### src/hdl/lrd_pkg.sv
// Package for the LFSR hashed random draw block: sequencer states, opcodes,
// hash constants and the mix function. No dependencies.
package lrd_pkg;

    localparam int unsigned DataW = 32;
    localparam int unsigned ModW  = 31;

    localparam logic [31:0] LfsrTaps  = 32'ha300_0000;
    localparam logic [31:0] PreScale  = 32'd71;
    localparam logic [31:0] HashMulK  = 32'd15731;
    localparam logic [31:0] HashAddA  = 32'd789221;
    localparam logic [31:0] HashAddB  = 32'd1376312589;
    localparam logic [31:0] Mask31    = 32'h7fff_ffff;

    typedef enum logic {
        OP_SEED = 1'b0,
        OP_DRAW = 1'b1
    } t_opcode;

    typedef enum logic [3:0] {
        S_IDLE,
        S_M71,
        S_MIX1,
        S_VV,
        S_VK,
        S_ADD,
        S_VS,
        S_FIN1,
        S_FIN2,
        S_CHK,
        S_DIV,
        S_DONE
    } t_fsm;

    // x = ((x << 13) ^ x) - (x >>> 21), wrapping at 32 bits
    function automatic logic [31:0] hash_mix(input logic [31:0] x);
        logic [31:0] sh;
        sh = 32'($signed(x) >>> 21);
        return ((x << 13) ^ x) - sh;
    endfunction

endpackage

### src/hdl/lrd_mul.sv
// Shared 32x32 multiplier, low 32 bits of the product, registered output.
// Depends on lrd_pkg.
module lrd_mul (
    input  logic                     i_clk,
    input  logic [lrd_pkg::DataW-1:0] i_a,
    input  logic [lrd_pkg::DataW-1:0] i_b,
    output logic [lrd_pkg::DataW-1:0] o_p
);
    import lrd_pkg::*;

    logic [DataW-1:0] r_p;

    always_ff @(posedge i_clk) begin
        r_p <= i_a * i_b;
    end

    assign o_p = r_p;

endmodule

### src/hdl/lrd_div.sv
// Restoring remainder unit, one quotient bit per cycle.
// Depends on lrd_pkg.
module lrd_div (
    input  logic                     i_clk,
    input  logic                     i_rst_n,
    input  logic                     i_start,
    input  logic [lrd_pkg::ModW-1:0] i_dividend,
    input  logic [lrd_pkg::ModW-1:0] i_divisor,
    output logic                     o_done,
    output logic [lrd_pkg::ModW-1:0] o_rem
);
    import lrd_pkg::*;

    localparam int unsigned CntW = $clog2(ModW);
    localparam logic [CntW-1:0] LastCnt = CntW'(ModW - 1);

    logic            r_busy;
    logic            r_done;
    logic [CntW-1:0] r_cnt;
    logic [ModW-1:0] r_dvd;
    logic [ModW-1:0] r_dsr;
    logic [ModW-1:0] r_rem;
    logic [ModW:0]   w_trial;
    logic [ModW:0]   w_diff;

    assign w_trial = {r_rem, r_dvd[ModW-1]};
    assign w_diff  = w_trial - {1'b0, r_dsr};

    always_ff @(posedge i_clk) begin
        if (!i_rst_n) begin
            r_busy <= 1'b0;
            r_done <= 1'b0;
            r_cnt  <= '0;
        end else begin
            r_done <= r_busy && (r_cnt == LastCnt);
            if (i_start) begin
                r_busy <= 1'b1;
                r_cnt  <= '0;
            end else if (r_busy) begin
                r_cnt <= r_cnt + 1'b1;
                if (r_cnt == LastCnt) r_busy <= 1'b0;
            end
        end
    end

    always_ff @(posedge i_clk) begin
        if (i_start) begin
            r_dvd <= i_dividend;
            r_dsr <= i_divisor;
            r_rem <= '0;
        end else if (r_busy) begin
            r_dvd <= r_dvd << 1;
            // keep the difference when it did not borrow
            r_rem <= w_diff[ModW] ? w_trial[ModW-1:0] : w_diff[ModW-1:0];
        end
    end

    assign o_done = r_done;
    assign o_rem  = r_rem;

endmodule

### src/hdl/lfsr_hashed_random_draw_top.sv
// Top level of the LFSR hashed random draw block: sequencer, state registers
// and output register. Depends on lrd_pkg, lrd_mul and lrd_div.
//
// Usage:
//   Input stream (s_axis): tuser carries the opcode (0 = load seed, 1 = draw),
//   tdata carries seed_value in bits 31:0 and draw_range in bits 63:32.
//   A load-seed word writes the 32-bit generator state (zero is stored as 1);
//   it gives no output word.
//   A draw word steps the Galois LFSR, hashes the new state through the
//   shared multiplier (four products), then reduces modulo draw_range when it
//   is positive through the bit-serial remainder unit.
//   Output stream (m_axis): tdata carries random_value, one word per draw.
//   The four multiplies of a draw run in turn through the one shared
//   multiplier; the 31-step remainder loop follows when the modulo applies.
//   The block takes one word at a time; s_axis_tready is high only while the
//   sequencer is idle.
//   The output register holds a finished word while m_axis_tready is low; the
//   input side still accepts the next word, and a later draw waits in its
//   last step until the register is free.
//   Reset (synchronous, active low) clears the state to zero (unseeded) and
//   drops the output valid; a draw from the unseeded state uses state 1.
module lfsr_hashed_random_draw_top (
    input  logic        i_clk,
    input  logic        i_rst_n,
    input  logic        i_s_axis_tvalid,
    output logic        o_s_axis_tready,
    input  logic [63:0] i_s_axis_tdata,   // [31:0] seed_value, [63:32] draw_range
    input  logic [0:0]  i_s_axis_tuser,   // [0] opcode
    output logic        o_m_axis_tvalid,
    input  logic        i_m_axis_tready,
    output logic [31:0] o_m_axis_tdata    // [31:0] random_value
);
    import lrd_pkg::*;

    t_fsm              r_fsm, n_fsm;
    logic [DataW-1:0]  r_state, n_state;
    logic [DataW-1:0]  r_v, n_v;
    logic [DataW-1:0]  r_t, n_t;
    logic [DataW-1:0]  r_range, n_range;
    logic              r_out_valid, n_out_valid;
    logic [DataW-1:0]  r_out_data, n_out_data;

    logic [DataW-1:0]  w_mul_a, w_mul_b, w_prod;
    logic              w_div_start, w_div_done;
    logic [ModW-1:0]   w_rem;
    logic              w_accept;
    logic              w_range_pos;
    logic [DataW-1:0]  w_seed, w_cur, w_step;

    assign o_s_axis_tready = (r_fsm == S_IDLE);
    assign w_accept        = i_s_axis_tvalid && o_s_axis_tready;
    assign w_seed          = i_s_axis_tdata[31:0];
    assign w_range_pos     = !r_range[DataW-1] && (r_range != '0);

    // Galois step of the current state; an unseeded state counts as 1
    assign w_cur  = (r_state == '0) ? 32'd1 : r_state;
    assign w_step = w_cur[0] ? ((w_cur >> 1) ^ LfsrTaps) : (w_cur >> 1);

    lrd_mul u_mul (
        .i_clk (i_clk),
        .i_a   (w_mul_a),
        .i_b   (w_mul_b),
        .o_p   (w_prod)
    );

    lrd_div u_div (
        .i_clk      (i_clk),
        .i_rst_n    (i_rst_n),
        .i_start    (w_div_start),
        .i_dividend (r_t[ModW-1:0]),
        .i_divisor  (r_range[ModW-1:0]),
        .o_done     (w_div_done),
        .o_rem      (w_rem)
    );

    always_ff @(posedge i_clk) begin
        if (!i_rst_n) begin
            r_fsm       <= S_IDLE;
            r_state     <= '0;
            r_out_valid <= 1'b0;
        end else begin
            r_fsm       <= n_fsm;
            r_state     <= n_state;
            r_out_valid <= n_out_valid;
        end
    end

    always_ff @(posedge i_clk) begin
        r_v        <= n_v;
        r_t        <= n_t;
        r_range    <= n_range;
        r_out_data <= n_out_data;
    end

    always_comb begin
        n_fsm       = r_fsm;
        n_state     = r_state;
        n_v         = r_v;
        n_t         = r_t;
        n_range     = r_range;
        n_out_valid = r_out_valid && !i_m_axis_tready;
        n_out_data  = r_out_data;
        w_mul_a     = r_v;
        w_mul_b     = r_v;
        w_div_start = 1'b0;
        case (r_fsm)
            S_IDLE: begin
                if (w_accept) begin
                    if (t_opcode'(i_s_axis_tuser[0]) == OP_SEED) begin
                        n_state = (w_seed == '0) ? 32'd1 : w_seed;
                    end else begin
                        n_state = w_step;
                        n_range = i_s_axis_tdata[63:32];
                        n_fsm   = S_M71;
                    end
                end
            end
            S_M71: begin
                w_mul_a = r_state;
                w_mul_b = PreScale;
                n_fsm   = S_MIX1;
            end
            S_MIX1: begin
                n_v   = hash_mix(w_prod);
                n_fsm = S_VV;
            end
            S_VV: begin
                n_fsm = S_VK;          // v * v
            end
            S_VK: begin
                w_mul_a = w_prod;
                w_mul_b = HashMulK;
                n_fsm   = S_ADD;
            end
            S_ADD: begin
                n_t   = w_prod + HashAddA;
                n_fsm = S_VS;
            end
            S_VS: begin
                w_mul_a = r_v;
                w_mul_b = r_t;
                n_fsm   = S_FIN1;
            end
            S_FIN1: begin
                n_t   = ((w_prod + HashAddB) & Mask31) + r_v;
                n_fsm = S_FIN2;
            end
            S_FIN2: begin
                n_t   = hash_mix(r_t);
                n_fsm = S_CHK;
            end
            S_CHK: begin
                if (w_range_pos) begin
                    w_div_start = 1'b1;
                    n_fsm       = S_DIV;
                end else begin
                    n_fsm = S_DONE;
                end
            end
            S_DIV: begin
                if (w_div_done) begin
                    n_t   = {1'b0, w_rem};
                    n_fsm = S_DONE;
                end
            end
            S_DONE: begin
                if (!r_out_valid || i_m_axis_tready) begin
                    n_out_valid = 1'b1;
                    n_out_data  = r_t;
                    n_fsm       = S_IDLE;
                end
            end
            default: begin
                n_fsm = S_IDLE;
            end
        endcase
    end

    assign o_m_axis_tvalid = r_out_valid;
    assign o_m_axis_tdata  = r_out_data;

`ifndef SYNTHESIS
    // a reduced draw never reaches or exceeds its modulus
    a_mod_bound: assert property (@(posedge i_clk) disable iff (!i_rst_n)
        (r_fsm == S_DONE && w_range_pos) |-> (r_t < r_range))
        else $error("reduced draw out of range");

    // the remainder unit only reports back while the sequencer waits on it
    a_div_done_state: assert property (@(posedge i_clk) disable iff (!i_rst_n)
        w_div_done |-> (r_fsm == S_DIV))
        else $error("remainder done outside wait state");

    // once a word is accepted the generator state is never left at zero
    a_state_nonzero: assert property (@(posedge i_clk) disable iff (!i_rst_n)
        w_accept |=> (r_state != '0))
        else $error("generator state zero after accept");

    // a pending output word is only replaced once it has been taken
    a_no_overwrite: assert property (@(posedge i_clk) disable iff (!i_rst_n)
        (r_fsm == S_DONE && r_out_valid && !i_m_axis_tready) |=> $stable(r_out_data))
        else $error("output word overwritten while stalled");
`endif

endmodule

### config.mk
export PLATFORM = sky130hd
export DESIGN_NAME = lfsr_hashed_random_draw_top
export DESIGN_NICKNAME = d
export VERILOG_FILES = /design/src/hdl/lrd_pkg.sv /design/src/hdl/lrd_mul.sv /design/src/hdl/lrd_div.sv /design/src/hdl/lfsr_hashed_random_draw_top.sv
export SDC_FILE = /design/constraint.sdc
export NUM_CORES = 2
export LEC_CHECK = 0
export BUFFER_PORTS_ARGS = -buffer_cell sky130_fd_sc_hd__buf_4
export CAP_MARGIN = 0
export CORE_MARGIN = 3
export CORE_UTILIZATION = 50
export DETAILED_ROUTE_END_ITERATION = 8
export PLACE_DENSITY = 0.66
export SYNTH_ARGS = -nofsm -noshare
export SYNTH_HDL_FRONTEND = slang
export SYNTH_SLANG_ARGS = --single-unit
### constraint.sdc
create_clock -name i_clk -period 12.7 [get_ports i_clk]
set_clock_uncertainty 0.05 [all_clocks]
set_input_delay 1.905 -clock i_clk [delete_from_list [all_inputs] [get_ports i_clk]]
set_output_delay 1.905 -clock i_clk [all_outputs]
set_load 0.02 [all_outputs]
-- After elaboration in Yosys (flattened, before gate mapping)
Index checks and enable logic that the tools add are counted.
- register bits: 297
- input port bits: 69
- output and inout bits: 34
- word-level logic and storage cells: 86
- $add $sub $neg: 7
- multiply operators: 1
- equal/unequal tests: 16
- mux-type cells: 24
- bitwise gates (word level): 4
- reductions and logical operators: 20
- operators by type and width (kind ; number):
    $mux W32 ; 5
    $pmux W32 S4 ; 1
    $pmux W32 S3 ; 1
    $mux W31 ; 3
    $logic_not A32 Y1 ; 2
    $pmux W32 S2 ; 1
    $sub A32 B32 Y32 ; 2
    $xor A32 B32 Y32 ; 2
    $pmux W4 S12 ; 1
    $add A31 B32 Y32 ; 1
    $add A32 B20 Y32 const B ; 1
    $mul A32 B32 Y32 ; 1
    $reduce_bool A32 Y1 ; 1
    $sub A32 B31 Y32 ; 1
    $add A31 B31 Y31 const B ; 1
    $eq A4 B3 Y1 const B ; 4
    $eq A4 B4 Y1 const B ; 4
    $mux W4 ; 4
    $eq A4 B2 Y1 const B ; 2
    $mux W1 ; 8
    $ne A2 B1 Y1 const B ; 3
    $reduce_and A2 Y1 ; 3
    $add A5 B1 Y5 const B ; 1
    $eq A5 B5 Y1 const B ; 1
    other kinds (13) ; 18

-- Depth between registers and ports, before layout
- word-level depth: 5
- depth in mapped cells: 35
- gate-level depth less buffers: 31

-- Cells and area by module
From an unflattened synthesis, not the netlist that was laid out.
- cells, all modules: 3949
- area, all modules: 36088.4 um2
- by module, submodules not included (module ; times used ; cells each ; area an instance (um2)):
    lrd_mul ; 1 ; 1749 ; 16527.1
    lfsr_hashed_random_draw_top ; 1 ; 1604 ; 13775.7
    lrd_div ; 1 ; 596 ; 5785.5

-- Least setup slack after synthesis
OpenSTA, ideal clock, no wires.
- path type: register -> register
- start: reg r_fsm[3]
- end: reg u_mul.r_p[31] (netlist: u_mul.o_p[31])
- setup time: 0.072 ns
- arrival time: 8.110 ns
- data required time: 12.578 ns
- setup slack: 4.468 ns
- cell stages (with the launch flop): 29
- clock period less this slack: 8.232 ns
- cells stage by stage: dfxtp_1 buf_6 nor4b_4 nor2_4 clkbuf_1 a22oi_1 clkbuf_1 nor2_1 fa_1 fa_1 fa_1 inv_1 fa_1 fa_1 fa_1 inv_1 fa_1 fa_1 ha_1 a21o_1 a21oi_1 inv_1 o221ai_1 a31oi_1 and4_1 o31a_1 o21a_1 o22ai_1 xnor2_1
- longest elaborated chain between the ends: 3
- ends and longest elaborated chain (what ; RTL line ; text):
    from (decl) ; lfsr_hashed_random_draw_top.sv:35 ; t_fsm r_fsm, n_fsm;
    from (signal assigned) ; lfsr_hashed_random_draw_top.sv:82 ; r_fsm <= n_fsm;
    $eq A4 B3 Y1 or $eq A4 B1 Y1 (tied branches) ; lfsr_hashed_random_draw_top.sv:106 ; case (r_fsm)
    $pmux W32 S3 or $pmux W32 S2 (tied branches) ; lfsr_hashed_random_draw_top.sv:106 ;
    $mul A32 B32 Y32 (*) ; lrd_mul.sv:14 ; r_p <= i_a * i_b;
    to (signal assigned) ; lrd_mul.sv:14 ;
    to (decl) ; lrd_mul.sv:11 ; logic [DataW-1:0] r_p;
Mark *: on every way between the ends. The rest lies on a longest branch, timed or not.
A chain may end at the register's enable or synchronous reset.

-- Final worst setup path
- start: reg r_fsm[2]
- end: reg u_mul.r_p[31] (netlist: u_mul.o_p[31])
The elaborated chain is that of the path after synthesis.

==> reports/metrics.cfg <==
[cts]
h-tree-depth=2
cts_setup_buffers=0
clk-insertion-delay-late_ns=0.57
cts_buffers=36
cts.clk_slew.worst_paths_ns=0.06
cts_resized=0
cts_tree=done
ctsHoldBuffers=0
clock_sinks=297
clockBufferDepth=3
cts-root-buf=clkbuf_16

[sta]
slew_viol_final=0
setup_viol=0
max_slew_margin=0.1987
tns_ns=0
rsz0062_at_grt=no
final_hold_viol_count=0
worstMarginPinSlew_ns=1.195
timing.fmax_ghz=0.09863
min_period_ns=10.14
period_share=0.7983

[critical_path]
critPathBufInv=7
cp_common_cell=fa_1
crit_path_start_kind=flop
rr_worst_depth=28
critPathTopFamily=adder cells
cp_slowest_cell=nor3b_2
crit_path_max_fanout=20
cp.required_ns=13.14
critPathCaptureType=flop
path_class=flop to flop
cpPeakStageDelay_ns=1.01
cp_data_arrival_time_ns=10.58
cp.depth=28
r2r_slack_ns=2.56

[yosys]
synth-edff-count=190
synth_fp_nets=4617
synth_top_area_frac=0.2361
syn-instance-count=3886
syn_area_um2=34940
synthDistinctLibCells=90
synth-async-reset-ratio=0
synth_warnings=0
synth-seq-cells=297
synth_flop_cell=edfxtp_1
syn_avg_cell_area_um2=8.991
synthTopCellsByArea=fa_1, edfxtp_1, ha_1, dfxtp_1, inv_1
yosysTopAreaCell=fa_1
ys_seq_area_frac=0.2246

[die]
dieArea_um2=73080
initial_core_util=0.5067
core.rowCount=96
fp.coreArea_um2=68950
die_h_um=270.3
pin_count=103
die_w_um=270.3

[route]
route.detailed.drc=0
wl_per_cell_um=23.96
drt-initial-drc-count=3096
ant_nets=0
wirelength_mm=116.5
vias=29036
first_pass_iters=9
via_per_inst=5.970

[grt]
grt_max_degree=74
grt-ovfl-total=0
antenna_found_initial=0
grt_pass1_vias=28731
grt_pass1_wl_mm=176.6
grt.total_usage=0.3178

[final_layout]
fillers=6406
layoutNonFillerInstCount=4864
layout_common_cells=inv_1, nand2_1, fa_1
drive_gt1_frac=0.07323
post-route-cell-area_um2=37860
area_delta_synth_final_pct=8.366
diodes=0
final_common_cell=inv_1
nNetsFinal=4636

[placed_design]
placed_area_um2=36590
gp_congestion=1.016
dp_hpwl_mm=91.75
placed_cells=4798
port_buffers=102

[min_path]
min_path_type=flop to flop
worstHoldPathCells=0

[run_status]
status=finished clean

[flow_run]
maxCapViolations=0

path summary, 6_finish.rpt:
path                   start        endpoint
hold reg to reg   r_range[0]  u_div.r_dsr[0]
setup reg to reg    r_fsm[2]   u_mul.o_p[31]
hold / removal    r_range[0]  u_div.r_dsr[0]
setup / recovery    r_fsm[2]   u_mul.o_p[31]
cells in the mapped netlist (8+ instances only):
library cell,number
a21o_1,69
o311ai_0,8
a21boi_0,15
mux2i_1,8
o31ai_1,10
buf_2,12
fa_1,412
nor2b_1,44
inv_1,525
nor3_1,34
dfxtp_1,107
clkbuf_1,141
or3_1,13
xor2_1,114
a22oi_1,52
and2_1,22
a21oi_1,196
nor4_1,30
or2_2,11
a211oi_1,27
nand3_1,33
a222oi_1,8
and3_1,19
o21a_1,32
a31oi_1,38
o221ai_1,10
nand2b_1,36
a211o_1,9
o21ai_0,134
xnor2_1,152
o21bai_1,15
nand4_1,21
mux2_2,22
nand2_1,460
nor2_1,410
o22a_1,8
edfxtp_1,190
a22o_1,13
a221oi_1,9
ha_1,250
o22ai_1,19
o211ai_1,12
final cells by class:
class / count / area, um2 / area share
clock buffers: 43 / 1001 / 0.02644
repair buffers: 150 / 1126 / 0.02974
clock inverters: 23 / 269.0 / 0.007105
multi-input cells: 2895 / 24480 / 0.6466
flip-flops and latches: 297 / 7849 / 0.2073
well taps: 931 / 1165 / 0.03077
inverters: 525 / 1971 / 0.05205
flip-flops by register name, indices dropped and copies added (netlist names), 32 cells and up:
name and count:
r_t 32, u_mul.o_p 32, r_range 32, o_m_axis_tdata 32, r_v 32, r_state 32
through the flow:
stage	util	hold WS, ns	setup WS [ns]
2_1_floorplan	-	0.3768	4.468
3_3_place_gp	0.5307	0.3819	2.945
3_5_place_dp	0.5307	0.3853	2.823
4_1_cts	0.5491	0.3929	2.759
5_1_grt	0.5491	0.4082	2.124
6_report	0.5491	0.3950	2.561
routing by layer:
metal  vias up  share of wire  GRT usage
met5         -              0          0
met4         0          0.057     0.1475
met3       329           0.12    0.07302
met2      1673           0.41     0.4630
met1     14037           0.41     0.4494
li1      12997              -          -
logic make-up after synthesis:
| group | count (synthesis) | synth area share |
|---|---|---|
| and+or+nand+nor | 1168 | 0.1472 |
| AOI/OAI and AO/OA | 767 | 0.1481 |
| buffers and inverters | 694 | 0.07710 |
| adders and majority gates | 662 | 0.3256 |
| DFF | 297 | 0.2246 |
| xor gates and xnor gates | 268 | 0.06797 |
| muxes | 30 | 0.009383 |
Power is not shown: default switching activity piles up to over one toggle a cycle in this logic, so the estimate is an artifact.
